==> src/rtl/core/lcdw_pkg.sv <==
`timescale 1ns / 1ps
// ----------------------------------------------------------------------------
// lcdw_pkg
// Types and constants shared by the serial frame writer modules.
// ----------------------------------------------------------------------------
package lcdw_pkg;

	localparam int FRAME_W = 13;
	localparam int CNT_W   = 4;

	typedef enum logic [1:0] {
		REQ_COMMAND = 2'd0,
		REQ_NIBBLE  = 2'd1,
		REQ_OPEN    = 2'd2,
		REQ_BYTE    = 2'd3
	} req_t;

	// Frame prefixes: command is 1,0,0,0 and a write is 1,0,1.
	localparam logic [3:0] PREFIX_CMD = 4'b1000;
	localparam logic [2:0] PREFIX_WR  = 3'b101;

	localparam logic [CNT_W-1:0] LEN_CMD    = 4'd12;
	localparam logic [CNT_W-1:0] LEN_NIBBLE = 4'd13;
	localparam logic [CNT_W-1:0] LEN_OPEN   = 4'd9;
	localparam logic [CNT_W-1:0] LEN_BYTE   = 4'd8;
	localparam logic [CNT_W-1:0] LEN_REJECT = 4'd1;

	typedef enum logic {
		ST_IDLE,
		ST_SEND
	} state_t;

	typedef struct packed {
		logic load;
		logic shift;
	} cmd_t;

	typedef struct packed {
		logic last_bit;
	} sts_t;

endpackage

==> src/rtl/core/lcdw_if.sv <==
`timescale 1ns / 1ps
// ----------------------------------------------------------------------------
// lcdw_in_if / lcdw_out_if
// Valid/ready channels for write requests and serial bit words.
// ----------------------------------------------------------------------------
interface lcdw_in_if;
	logic       valid;
	logic       ready;
	logic [1:0] req_type;
	logic [5:0] address;
	logic [7:0] value;
	logic       close_burst;

	modport source (output valid, req_type, address, value, close_burst, input ready);
	modport sink (input valid, req_type, address, value, close_burst, output ready);
endinterface

interface lcdw_out_if;
	logic valid;
	logic ready;
	logic data_bit;
	logic last;
	logic frame_end;
	logic rejected;

	modport source (output valid, data_bit, last, frame_end, rejected, input ready);
	modport sink (input valid, data_bit, last, frame_end, rejected, output ready);
endinterface

==> src/rtl/core/lcdw_ctrl.sv <==
`timescale 1ns / 1ps
// ----------------------------------------------------------------------------
// lcdw_ctrl
// Handshake controller: takes a request, then sends its bit words.
// ----------------------------------------------------------------------------
module lcdw_ctrl (
	input  logic              clk,
	input  logic              arst_n,
	input  logic              in_valid,
	output logic              in_ready,
	output logic              out_valid,
	input  logic              out_ready,
	input  lcdw_pkg::sts_t    sts,
	output lcdw_pkg::cmd_t    cmd
);

	lcdw_pkg::state_t state_q;
	lcdw_pkg::state_t state_d;
	logic             done;

	assign done = (state_q == lcdw_pkg::ST_SEND) && out_ready && sts.last_bit;

	always_ff @(posedge clk or negedge arst_n) begin
		if (!arst_n) begin
			state_q <= lcdw_pkg::ST_IDLE;
		end else begin
			state_q <= state_d;
		end
	end

	always_comb begin
		state_d = state_q;
		case (state_q)
			lcdw_pkg::ST_IDLE: begin
				if (in_valid) begin
					state_d = lcdw_pkg::ST_SEND;
				end
			end
			lcdw_pkg::ST_SEND: begin
				if (done && !in_valid) begin
					state_d = lcdw_pkg::ST_IDLE;
				end
			end
			default: begin
				state_d = lcdw_pkg::ST_IDLE;
			end
		endcase
	end

	// take the next request in the cycle the final word of this one leaves
	always_comb begin
		in_ready  = 1'b0;
		out_valid = 1'b0;
		cmd.shift = 1'b0;
		case (state_q)
			lcdw_pkg::ST_IDLE: begin
				in_ready = 1'b1;
			end
			lcdw_pkg::ST_SEND: begin
				in_ready  = done;
				out_valid = 1'b1;
				cmd.shift = out_ready;
			end
			default: begin
				in_ready = 1'b0;
			end
		endcase
		cmd.load = in_valid && in_ready;
	end

	a_no_shift_and_idle: assert property (@(posedge clk) disable iff (!arst_n)
		(state_q == lcdw_pkg::ST_IDLE) |-> !cmd.shift)
		else $error("shift issued while idle");
	a_load_enters_send: assert property (@(posedge clk) disable iff (!arst_n)
		cmd.load |=> (state_q == lcdw_pkg::ST_SEND))
		else $error("load did not enter send");
	a_send_no_load_midframe: assert property (@(posedge clk) disable iff (!arst_n)
		(cmd.load && (state_q == lcdw_pkg::ST_SEND)) |-> (out_ready && sts.last_bit))
		else $error("request taken before frame finished");

endmodule

==> src/rtl/core/lcdw_datapath.sv <==
`timescale 1ns / 1ps
// ----------------------------------------------------------------------------
// lcdw_datapath
// Frame builder, shift register, bit counter and burst state.
// ----------------------------------------------------------------------------
module lcdw_datapath (
	input  logic           clk,
	input  logic           arst_n,
	input  lcdw_pkg::cmd_t cmd,
	output lcdw_pkg::sts_t sts,
	input  logic [1:0]     req_type,
	input  logic [5:0]     address,
	input  logic [7:0]     value,
	input  logic           close_burst,
	output logic           data_bit,
	output logic           last,
	output logic           frame_end,
	output logic           rejected
);

	logic [lcdw_pkg::FRAME_W-1:0] sh_q;
	logic [lcdw_pkg::CNT_W-1:0]   cnt_q;
	logic                         end_q;
	logic                         rej_q;
	logic                         burst_q;

	logic [lcdw_pkg::FRAME_W-1:0] word_d;
	logic [lcdw_pkg::CNT_W-1:0]   len_d;
	logic                         end_d;
	logic                         burst_d;
	logic                         reject;

	assign reject = (req_type == lcdw_pkg::REQ_BYTE) ? !burst_q : burst_q;

	// left-align each frame so the first bit sits at the top
	always_comb begin
		word_d  = '0;
		len_d   = lcdw_pkg::LEN_REJECT;
		end_d   = 1'b0;
		burst_d = burst_q;
		if (!reject) begin
			case (req_type)
				lcdw_pkg::REQ_COMMAND: begin
					word_d = {lcdw_pkg::PREFIX_CMD, value, 1'b0};
					len_d  = lcdw_pkg::LEN_CMD;
					end_d  = 1'b1;
				end
				lcdw_pkg::REQ_NIBBLE: begin
					word_d = {lcdw_pkg::PREFIX_WR, address, value[3:0]};
					len_d  = lcdw_pkg::LEN_NIBBLE;
					end_d  = 1'b1;
				end
				lcdw_pkg::REQ_OPEN: begin
					word_d  = {lcdw_pkg::PREFIX_WR, address, 4'b0000};
					len_d   = lcdw_pkg::LEN_OPEN;
					burst_d = 1'b1;
				end
				lcdw_pkg::REQ_BYTE: begin
					word_d = {value, 5'b00000};
					len_d  = lcdw_pkg::LEN_BYTE;
					end_d  = close_burst;
					if (close_burst) begin
						burst_d = 1'b0;
					end
				end
				default: begin
					word_d = '0;
				end
			endcase
		end
	end

	always_ff @(posedge clk or negedge arst_n) begin
		if (!arst_n) begin
			cnt_q   <= '0;
			burst_q <= 1'b0;
		end else if (cmd.load) begin
			cnt_q   <= len_d;
			burst_q <= burst_d;
		end else if (cmd.shift) begin
			cnt_q <= cnt_q - 1'b1;
		end
	end

	always_ff @(posedge clk) begin
		if (cmd.load) begin
			sh_q  <= word_d;
			end_q <= end_d;
			rej_q <= reject;
		end else if (cmd.shift) begin
			sh_q <= {sh_q[lcdw_pkg::FRAME_W-2:0], 1'b0};
		end
	end

	assign sts.last_bit = (cnt_q == lcdw_pkg::CNT_W'(1));
	assign data_bit     = sh_q[lcdw_pkg::FRAME_W-1];
	assign last         = sts.last_bit;
	assign frame_end    = sts.last_bit && end_q;
	assign rejected     = rej_q;

	a_shift_has_bits: assert property (@(posedge clk) disable iff (!arst_n)
		cmd.shift |-> (cnt_q != '0))
		else $error("shift with empty counter");
	a_load_sets_count: assert property (@(posedge clk) disable iff (!arst_n)
		cmd.load |=> (cnt_q != '0))
		else $error("frame loaded with no bits");
	a_open_sets_burst: assert property (@(posedge clk) disable iff (!arst_n)
		(cmd.load && (req_type == lcdw_pkg::REQ_OPEN) && !burst_q) |=> burst_q)
		else $error("burst open did not set burst state");
	a_reject_keeps_burst: assert property (@(posedge clk) disable iff (!arst_n)
		(cmd.load && reject) |=> ($stable(burst_q) && rej_q && last))
		else $error("rejected request changed state");

endmodule

==> src/rtl/core/lcd_controller_serial_frame_writer_top.sv <==
`timescale 1ns / 1ps
// ----------------------------------------------------------------------------
// lcd_controller_serial_frame_writer_top
// Serial frame writer for a three-wire segment LCD controller.
// ----------------------------------------------------------------------------
// Usage:
//   in_ch carries one request per word (command, nibble write, burst open,
//   burst byte). out_ch carries one serial bit per word, most significant
//   bit first, with last on the request's final word and frame_end on the
//   word after which chip select is released.
//   A request that does not fit the burst state gives one word with
//   rejected set and no bit sent; the burst state is left as it was.
//   The first bit appears in the cycle after the request is taken.
//   A request gives one output word per frame bit (12 for a
//   command, 13 for a nibble write, 9 for a burst open, 8 for a burst byte,
//   1 for a rejection), set by the single shift register that sends one bit
//   per word; the next request is taken in the cycle its final word leaves.
//   When out_ch stalls, the current bit holds and no new request is taken.
//   Reset clears the controller to idle and closes any open burst.
// ----------------------------------------------------------------------------
module lcd_controller_serial_frame_writer_top (
	input  logic             clk,
	input  logic             arst_n,
	lcdw_in_if.sink          in_ch,
	lcdw_out_if.source       out_ch
);

	lcdw_pkg::cmd_t cmd;
	lcdw_pkg::sts_t sts;

	lcdw_ctrl u_ctrl (
		.clk       (clk),
		.arst_n    (arst_n),
		.in_valid  (in_ch.valid),
		.in_ready  (in_ch.ready),
		.out_valid (out_ch.valid),
		.out_ready (out_ch.ready),
		.sts       (sts),
		.cmd       (cmd)
	);

	lcdw_datapath u_datapath (
		.clk         (clk),
		.arst_n      (arst_n),
		.cmd         (cmd),
		.sts         (sts),
		.req_type    (in_ch.req_type),
		.address     (in_ch.address),
		.value       (in_ch.value),
		.close_burst (in_ch.close_burst),
		.data_bit    (out_ch.data_bit),
		.last        (out_ch.last),
		.frame_end   (out_ch.frame_end),
		.rejected    (out_ch.rejected)
	);

endmodule

==> src/flat_wrapper.sv <==
// flat-port wrapper written by rule: the top's interface ports become plain ports
module lcd_controller_serial_frame_writer_top_flat 
  (clk, arst_n, in_ch_valid, in_ch_req_type, in_ch_address, in_ch_value, in_ch_close_burst, in_ch_ready, out_ch_valid, out_ch_data_bit, out_ch_last, out_ch_frame_end, out_ch_rejected, out_ch_ready);
  lcdw_in_if in_ch_i ();
  lcdw_out_if out_ch_i ();
  input  logic clk;
  input  logic arst_n;
  input wire logic [$bits(in_ch_i.valid)-1:0] in_ch_valid;
  input wire logic [$bits(in_ch_i.req_type)-1:0] in_ch_req_type;
  input wire logic [$bits(in_ch_i.address)-1:0] in_ch_address;
  input wire logic [$bits(in_ch_i.value)-1:0] in_ch_value;
  input wire logic [$bits(in_ch_i.close_burst)-1:0] in_ch_close_burst;
  output wire logic [$bits(in_ch_i.ready)-1:0] in_ch_ready;
  output wire logic [$bits(out_ch_i.valid)-1:0] out_ch_valid;
  output wire logic [$bits(out_ch_i.data_bit)-1:0] out_ch_data_bit;
  output wire logic [$bits(out_ch_i.last)-1:0] out_ch_last;
  output wire logic [$bits(out_ch_i.frame_end)-1:0] out_ch_frame_end;
  output wire logic [$bits(out_ch_i.rejected)-1:0] out_ch_rejected;
  input wire logic [$bits(out_ch_i.ready)-1:0] out_ch_ready;
  assign in_ch_i.valid = in_ch_valid;
  assign in_ch_i.req_type = in_ch_req_type;
  assign in_ch_i.address = in_ch_address;
  assign in_ch_i.value = in_ch_value;
  assign in_ch_i.close_burst = in_ch_close_burst;
  assign in_ch_ready = in_ch_i.ready;
  assign out_ch_valid = out_ch_i.valid;
  assign out_ch_data_bit = out_ch_i.data_bit;
  assign out_ch_last = out_ch_i.last;
  assign out_ch_frame_end = out_ch_i.frame_end;
  assign out_ch_rejected = out_ch_i.rejected;
  assign out_ch_i.ready = out_ch_ready;
  lcd_controller_serial_frame_writer_top u_core (.clk(clk), .arst_n(arst_n), .in_ch(in_ch_i), .out_ch(out_ch_i));
endmodule
==> config.mk <==
export PLATFORM = sky130hd
export DESIGN_NAME = lcd_controller_serial_frame_writer_top_flat
export DESIGN_NICKNAME = d
export VERILOG_FILES = /design/src/rtl/core/lcdw_pkg.sv /design/src/rtl/core/lcdw_if.sv /design/src/rtl/core/lcdw_ctrl.sv /design/src/rtl/core/lcdw_datapath.sv /design/src/rtl/core/lcd_controller_serial_frame_writer_top.sv /design/src/flat_wrapper.sv
export SDC_FILE = /design/constraint.sdc
export NUM_CORES = 1
export LEC_CHECK = 0
export BUFFER_PORTS_ARGS = -buffer_cell sky130_fd_sc_hd__buf_2
export CORE_ASPECT_RATIO = 0.75
export CORE_UTILIZATION = 56
export CTS_CLUSTER_SIZE = 24
export DETAILED_ROUTE_END_ITERATION = 8
export PLACE_DENSITY = 0.81
export SLEW_MARGIN = 20
export SYNTH_ARGS = -nofsm -noshare
export SYNTH_HDL_FRONTEND = slang
export SYNTH_SLANG_ARGS = --single-unit
==> constraint.sdc <==
create_clock -name clk -period 3.2 [get_ports clk]
set_clock_uncertainty 0.05 [all_clocks]
set_input_delay 0.64 -clock clk [delete_from_list [all_inputs] [get_ports clk]]
set_output_delay 0.64 -clock clk [all_outputs]
set_load 0.1 [all_outputs]
==> impl_metrics.yaml, run 1 <==
outcome:
  status: "finished clean"
drt:
  final_antenna_net_count: 0
  vias: 1100
  wirelength_um: 3129
  drtPass1Iterations: 5
  drc: 0
  drtIter0Drc: 49
  routedWlPerCell_um: 16.73
  viasPerCell: 5.882
floorplanning:
  ios: 27
  row_count: 15
  initial_core_util: 0.5967
  fp.dieArea_um2: 2664
  die-width_um: 59.27
  dieHeight_um: 44.96
  fp.coreArea_um2: 2308
timing:
  rsz0062_at_grt: "no"
  max_freq_mhz: 395.3
  slew_headroom: 0.5240
  period_share: 0.7906
  setup_viol: 0
  timing.final.hold_violations: 0
  finalCriticalPeriod_ns: 2.530
  slew_viol_final: 0
  worst_pin_slew_ns: 0.7139
synth:
  synth_area_um2: 1378
  post_synth.cell_area_avg_um2: 10.76
  ys_dominant_reg_cell: "edfxtp_1"
  seq_area_frac_synth: 0.4360
  synth.distinct_cells: 42
  synth.net_count: 157
  synth_enable_flop_cells: 15
  ys_ff_latch: 21
  ys_async_sr_fraction: 0.2857
  ys.warnings.count: 0
  synth_cells: 128
finish:
  postLayoutCoreUtil: 0.6732
  num-fill-cells: 199
  antenna_cells: 0
  layout-drive-gt1-share: 0.2941
  nets: 183
  area_delta_synth_final_pct: 12.81
flow_run:
  drv_cap: 0
clocking:
  cts_setup_buffers: 0
  cts_made_buffers: 3
  cts_htree_levels: 1
  worstSkewPairLatency_ns: 0.30
  cts_tree: "yes"
  cts_resized: 0
  clock_sinks: 21
  path_clk_slew_ns: 0.11
  hold_buffers: 0
  ctsLongestPathBuffers: 2
  root_buffer: "clkbuf_4"
place:
  post-dp-hpwl_um: 2403
  routabilityCongestion: 0.9021
  io_buffer_count: 26
worst_setup_path:
  critPathCaptureType: "output pin"
  slowest_delay_ns: 0.47
  criticalPathCategory: "reg -> out"
  path_cells: "inv_1 -> ha_1 -> nand3b_1 -> o21ai_1 -> buf_2"
  crit_family: "buffers and inverters"
  cpMaxStageDelayCell: "buf_2"
  cp.required_ns: 2.51
  critPathLaunchType: "flop"
  worst-path-max-fanout: 3
  crit_buf_inv: 2
  worstPathArrival_ns: 1.84
global_route:
  antenna_found_initial: 0
  grt_use_total: 0.2480
  gr-total-overflow: 0
  grt_max_degree: 20
  grt_pass1_vias: 986
  grt_pass1_wl_um: 4698
min_path:
  hold_path_class: "in -> async"
power_and_ir_drop:
  peakVddDrop_mv: 0.2572
  leakagePower_nw: 0.6779
  power.density_nw_per_um2: 502.4
  total_power_uw: 780.7
==> registers in the layout (all words and copies together) (netlist names) <==
| signal | count |
|---|---|
| u_core.u_datapath.cnt_q | 4 |
| u_core.u_datapath.end_q | 1 |
| u_core.u_datapath.burst_q | 1 |
| u_core.u_datapath.sh_q | 13 |
| u_core.u_datapath.rejected | 1 |
| u_core.u_ctrl.state_q | 1 |
==> kinds of logic (layout without fill, tap and decap cells) <==
| logic type | after synthesis | count (layout) | share of synthesized area |
|---|---|---|---|
| AO/OA/AOI/OAI | 40 | 40 | 0.2389 |
| XOR/XNOR | 1 | 1 | 0.006359 |
| adder cells (fa/ha/maj) | 8 | 8 | 0.07266 |
| buffers and inverters | 18 | 43 | 0.06358 |
| flip-flops | 21 | 21 | 0.4360 |
| multiplexers | 5 | 5 | 0.04087 |
| AND/OR/NAND/NOR | 35 | 35 | 0.1417 |
==> worst reg2reg max path, cell delays in order (launching register included) <==
cell,delay [ns]
dfrtp_1,0.45
ha_1,0.26
nor4bb_4,0.18
o21ai_2,0.57
buf_4,0.29
o21ai_0,0.12
==> layout by cell type, fill, tap and decap left out, types with 5 or more instances in the layout <==
| cell | instances |
|---|---|
| edfxtp_1 | 15 |
| buf_2 | 26 |
| ha_1 | 8 |
| nand2_1 | 13 |
| dfrtp_1 | 6 |
| a21oi_1 | 5 |
| o21ai_0 | 6 |
| o41ai_2 | 6 |
| inv_1 | 9 |
==> power breakdown <==
| part | internal (mW) | leakage (nW) | switching (mW) | total, mW |
|---|---|---|---|---|
| logic | 0.101 | 0.449 | 0.162 | 0.263 |
| clock network | 0.0486 | 0.0150 | 0.0778 | 0.126 |
| registers | 0.343 | 0.214 | 0.0484 | 0.391 |
==> per-layer routing <==
layer	GRT usage	up-vias	routed length, um	share of wire
met5	0	-	0	0
met2	0.4315	36	1580	0.50
met3	0.05158	4	132	0.042
met1	0.3193	530	1391	0.44
met4	0.05714	0	25	0.0080
li1	-	530	-	-
==> final cells by class <==
type,instances,area (um2),area share
tap,34,42.54,0.02738
inverter,10,37.54,0.02415
timing repair buffer,29,152.6,0.09823
multi-input combinational,89,694.4,0.4469
clock buffer,4,26.28,0.01691
sequential,21,600.6,0.3865
==> cell usage after synthesis, drive strengths merged, types with 3 or more instances <==
cell type	instances	area, um2
buf	6	42.54
nor2b	4	25.02
o21ai	9	48.79
nor3	4	20.02
o31ai	4	30.03
a221oi	4	35.03
o41ai	6	97.59
a21oi	5	25.02
mux2i	3	30.03
edfxtp	15	450.4
dfrtp	6	150.1
nand2	13	48.80
ha	8	100.1
inv	10	37.53
nor2	4	15.01
==> through the flow <==
stage / cells / hold slack, ns / area [um2] / setup WS (ns) / setup TNS, ns
after floorplan: 128 / 0.2944 / 1383 / -0.2307 / -0.2307
after global placement: 183 / 0.4248 / 1528 / 0.8955 / 0
after detailed placement: 183 / 0.4258 / 1528 / 0.7985 / 0
after CTS: 187 / 0.09099 / 1554 / 0.6777 / 0
after global routing: 187 / 0.08544 / 1554 / 0.5851 / 0
final: 187 / 0.09751 / 1554 / 0.6701 / 0
==> worst paths after layout <==
path	from	to	slack (ns)	depth (start not counted)
worst min register to register	u_core.u_datapath.sh_q[8]$_DFFE_PP_	u_core.u_datapath.sh_q[9]$_DFFE_PP_	0.49	2
min in group clk	u_core.u_datapath.sh_q[8]$_DFFE_PP_	u_core.u_datapath.sh_q[9]$_DFFE_PP_	0.49	2
max in group asynchronous	arst_n	u_core.u_datapath.cnt_q[2]$_DFFE_PN0P_	2.85	1
worst min-delay path	arst_n	u_core.u_ctrl.state_q$_DFF_PN0_	0.1	1
worst max register to register	u_core.u_datapath.cnt_q[0]$_DFFE_PN0P_	u_core.u_datapath.sh_q[12]$_DFFE_PP_	1.03	5
worst max-delay path	u_core.u_datapath.cnt_q[1]$_DFFE_PN0P_	in_ch_ready	0.67	5
Power figures use the tool's default switching activity.
==> inputs of run 2 (changes only) <==
--- a/config.mk
+++ b/config.mk
@@ -5,12 +5,13 @@
 export SDC_FILE = /design/constraint.sdc
 export NUM_CORES = 1
 export LEC_CHECK = 0
+export ABC_AREA = 1
 export BUFFER_PORTS_ARGS = -buffer_cell sky130_fd_sc_hd__buf_2
 export CORE_ASPECT_RATIO = 0.75
-export CORE_UTILIZATION = 56
+export CORE_UTILIZATION = 48
 export CTS_CLUSTER_SIZE = 24
 export DETAILED_ROUTE_END_ITERATION = 8
-export PLACE_DENSITY = 0.81
+export PLACE_DENSITY = 0.74
 export SLEW_MARGIN = 20
 export SYNTH_ARGS = -nofsm -noshare
 export SYNTH_HDL_FRONTEND = slang
==> constraint.sdc (replaced) <==
create_clock -name clk -period 2.3 [get_ports clk]
set_clock_uncertainty 0.05 [all_clocks]
set_input_delay 0.46 -clock clk [delete_from_list [all_inputs] [get_ports clk]]
set_output_delay 0.46 -clock clk [all_outputs]
set_load 0.1 [all_outputs]
==> impl_metrics.yaml, run 2 <==
clocking:
  cts_resized: 0
  hold_buffers: 1
  cts_made_buffers: 3
  ctsLongestPathBuffers: 2
  clock_sinks: 21
  cts_htree_levels: 1
  root_buffer: "clkbuf_4"
  worstSkewPairLatency_ns: 0.30
  cts_setup_buffers: 0
  path_clk_slew_ns: 0.11
  cts_tree: "yes"
synth:
  synth.distinct_cells: 24
  synth.top_cells.by_area: "edfxtp_1 34%, nand2_1 13%, dfrtp_1 11%"
  synth_area_leader_cell: "edfxtp_1"
  seq_area_frac_synth: 0.4598
  synth_enable_flop_cells: 15
  ys_async_sr_fraction: 0.2857
  yosys-top-cells-count: "46 x nand2_1, 17 x o21ai_0, 15 x edfxtp_1"
  synth_area_um2: 1306
  ys.warnings.count: 0
  yosysMostFrequentCell: "nand2_1"
  ys_ff_latch: 21
  post_synth.cell_area_avg_um2: 8.594
  ys_dominant_reg_cell: "edfxtp_1"
  synth.net_count: 181
  synth_cells: 152
  synth_top_cell_area_share: 0.3448
place:
  routabilityCongestion: 0.9235
  post-dp-hpwl_um: 2228
  placed_area_um2: 1454
  io_buffer_count: 26
min_path:
  hold_depth: 3
  worstHoldStart: "in_ch_valid"
  holdPathEnd: "u_core.u_ctrl.state_q$_DFF_PN0_"
  hold_path_class: "in -> reg"
worst_setup_path:
  critPathCaptureType: "output pin"
  criticalPathCategory: "reg -> out"
  worst-path-max-fanout: 6
  reg2reg_depth: 6
  rrSetupSlack_ns: 0.74
  cp.required_ns: 1.79
  reg2reg_from: "u_core.u_datapath.cnt_q[1]$_DFFE_PN0P_"
  regToRegEndpoint: "u_core.u_datapath.rejected$_DFFE_PP_"
  worstPathArrival_ns: 1.69
  critPathLaunchType: "flop"
timing:
  setup_tns_ns: 0
  finalCriticalPeriod_ns: 2.204
  period_share: 0.9581
  rsz0062_at_grt: "no"
  slew_viol_final: 0
  slew_headroom: 0.6209
  timing.final.hold_violations: 0
  max_freq_mhz: 453.8
  setup_viol: 0
  worst_pin_slew_ns: 0.5666
global_route:
  grt_pass1_vias: 1021
  grt_use_total: 0.2157
  globalRouteMet2Util: 0.3560
  use_met3: 0.05583
  busiest_layer: "met2"
  gr-total-overflow: 0
  grt_max_degree: 20
  use_met1: 0.2779
  antenna_found_initial: 0
  grt_pass1_wl_um: 4629
power_and_ir_drop:
  power_frac_comb: 0.474
  seqPwrFrac: 0.408
  p_int_uw: 815.7
  peakVddDrop_mv: 0.6045
  power.switching_uw: 701.5
  switching_share: 0.4624
  clkPwrFrac: 0.118
  power.density_nw_per_um2: 1018
  leakagePower_nw: 0.7281
finish:
  mostFrequentLayoutCells: "46 x nand2_1, 26 x buf_2, 17 x o21ai_0, 15 x edfxtp_1, 12 x inv_1"
  reg_top3: "u_core.u_datapath.sh_q (13), u_core.u_datapath.cnt_q (4)"
  regMostFlops: "u_core.u_datapath.sh_q"
  finalInstanceArea_um2: 1490
  largest_register_ffs: 13
  area_delta_synth_final_pct: 14.08
  antenna_cells: 0
  num-fill-cells: 221
  nets: 209
  layout-drive-gt1-share: 0.2235
  final_common_cell: "nand2_1"
floorplanning:
  initial_core_util: 0.5354
  ios: 27
  dieHeight_um: 47.18
  row_count: 15
  fp.coreArea_um2: 2440
  fp.dieArea_um2: 2936
  die-width_um: 62.24
outcome:
  status: "finished clean"
drt:
  wirelength_um: 2865
  final_antenna_net_count: 0
  drtIter0Drc: 85
  viasPerCell: 5.286
  routedWlPerCell_um: 13.45
  vias: 1126
  drc: 0
  drtPass1Iterations: 4
flow_run:
  drv_cap: 0
==> run 2: routing by layer <==
metal	vias up	wire length [um]
met5	-	0
met4	0	78
met3	10	102
met2	31	1331
met1	523	1352
li1	562	-
==> run 2: worst max path at each step <==
stage	from	endpoint	slack (ns)
6_report	u_core.u_datapath.cnt_q[1]$_DFFE_PN0P_	in_ch_ready	0.1
5_1_grt	u_core.u_datapath.cnt_q[1]$_DFFE_PN0P_	in_ch_ready	0.02
4_1_cts	u_core.u_datapath.cnt_q[1]$_DFFE_PN0P_	in_ch_ready	0.09
3_5_place_dp	in_ch_req_type[0]	u_core.u_datapath.sh_q[6]$_DFFE_PP_	0.36
3_3_place_gp	in_ch_req_type[0]	u_core.u_datapath.sh_q[7]$_DFFE_PP_	0.44
2_1_floorplan	u_core.u_ctrl.state_q$_DFF_PN0_	u_core.u_datapath.sh_q[11]$_DFFE_PP_	0.15
==> run 2: cells by family after synthesis <==
group / share of synthesized area
xor gates and xnor gates: 0.006706
DFF: 0.4598
muxes: 0.02299
AOI/OAI and AO/OA: 0.1370
adders and majority gates: 0.07663
and+or+nand+nor: 0.2328
buffers and inverters: 0.06417
==> run 2: worst max-delay path, cell delays in order, from the launching register on <==
cell and delay, ns:
dfrtp_1 0.38, inv_1 0.13, ha_1 0.19, nand3_1 0.12
nand2_4 0.13, buf_2 0.44
==> run 2: cell type report <==
type,count,area (um2),share of cell area
multi-input combinational,112,624.3,0.4190
sequential,21,600.6,0.4030
timing repair buffer,27,140.1,0.09404
inverter,15,56.30,0.03778
tap,34,42.54,0.02855
clock buffer,4,26.28,0.01763
==> run 2: power by group through the flow <==
stage               logic [mW]  clock network (mW)  registers (mW)
CTS                      0.720               0.181           0.619
finish                   0.719               0.179           0.618
global placement         0.699                   0           0.620
global route             0.792               0.198           0.634
floorplan                0.512                   0           0.693
detailed placement       0.718                   0           0.625
==> run 2: per-stage QoR <==
step	worst slack (ns)	hold WS (ns)	total power, mW	std cells	utilization
after floorplan	0.1521	0.1144	1.205	152	-
after global placement	0.4387	0.2495	1.319	208	0.5959
after detailed placement	0.3603	0.2450	1.344	208	0.5959
after CTS	0.08877	0.4398	1.520	213	0.6108
after global routing	0.01825	0.4482	1.623	213	0.6108
final	0.09638	0.4438	1.517	213	0.6108
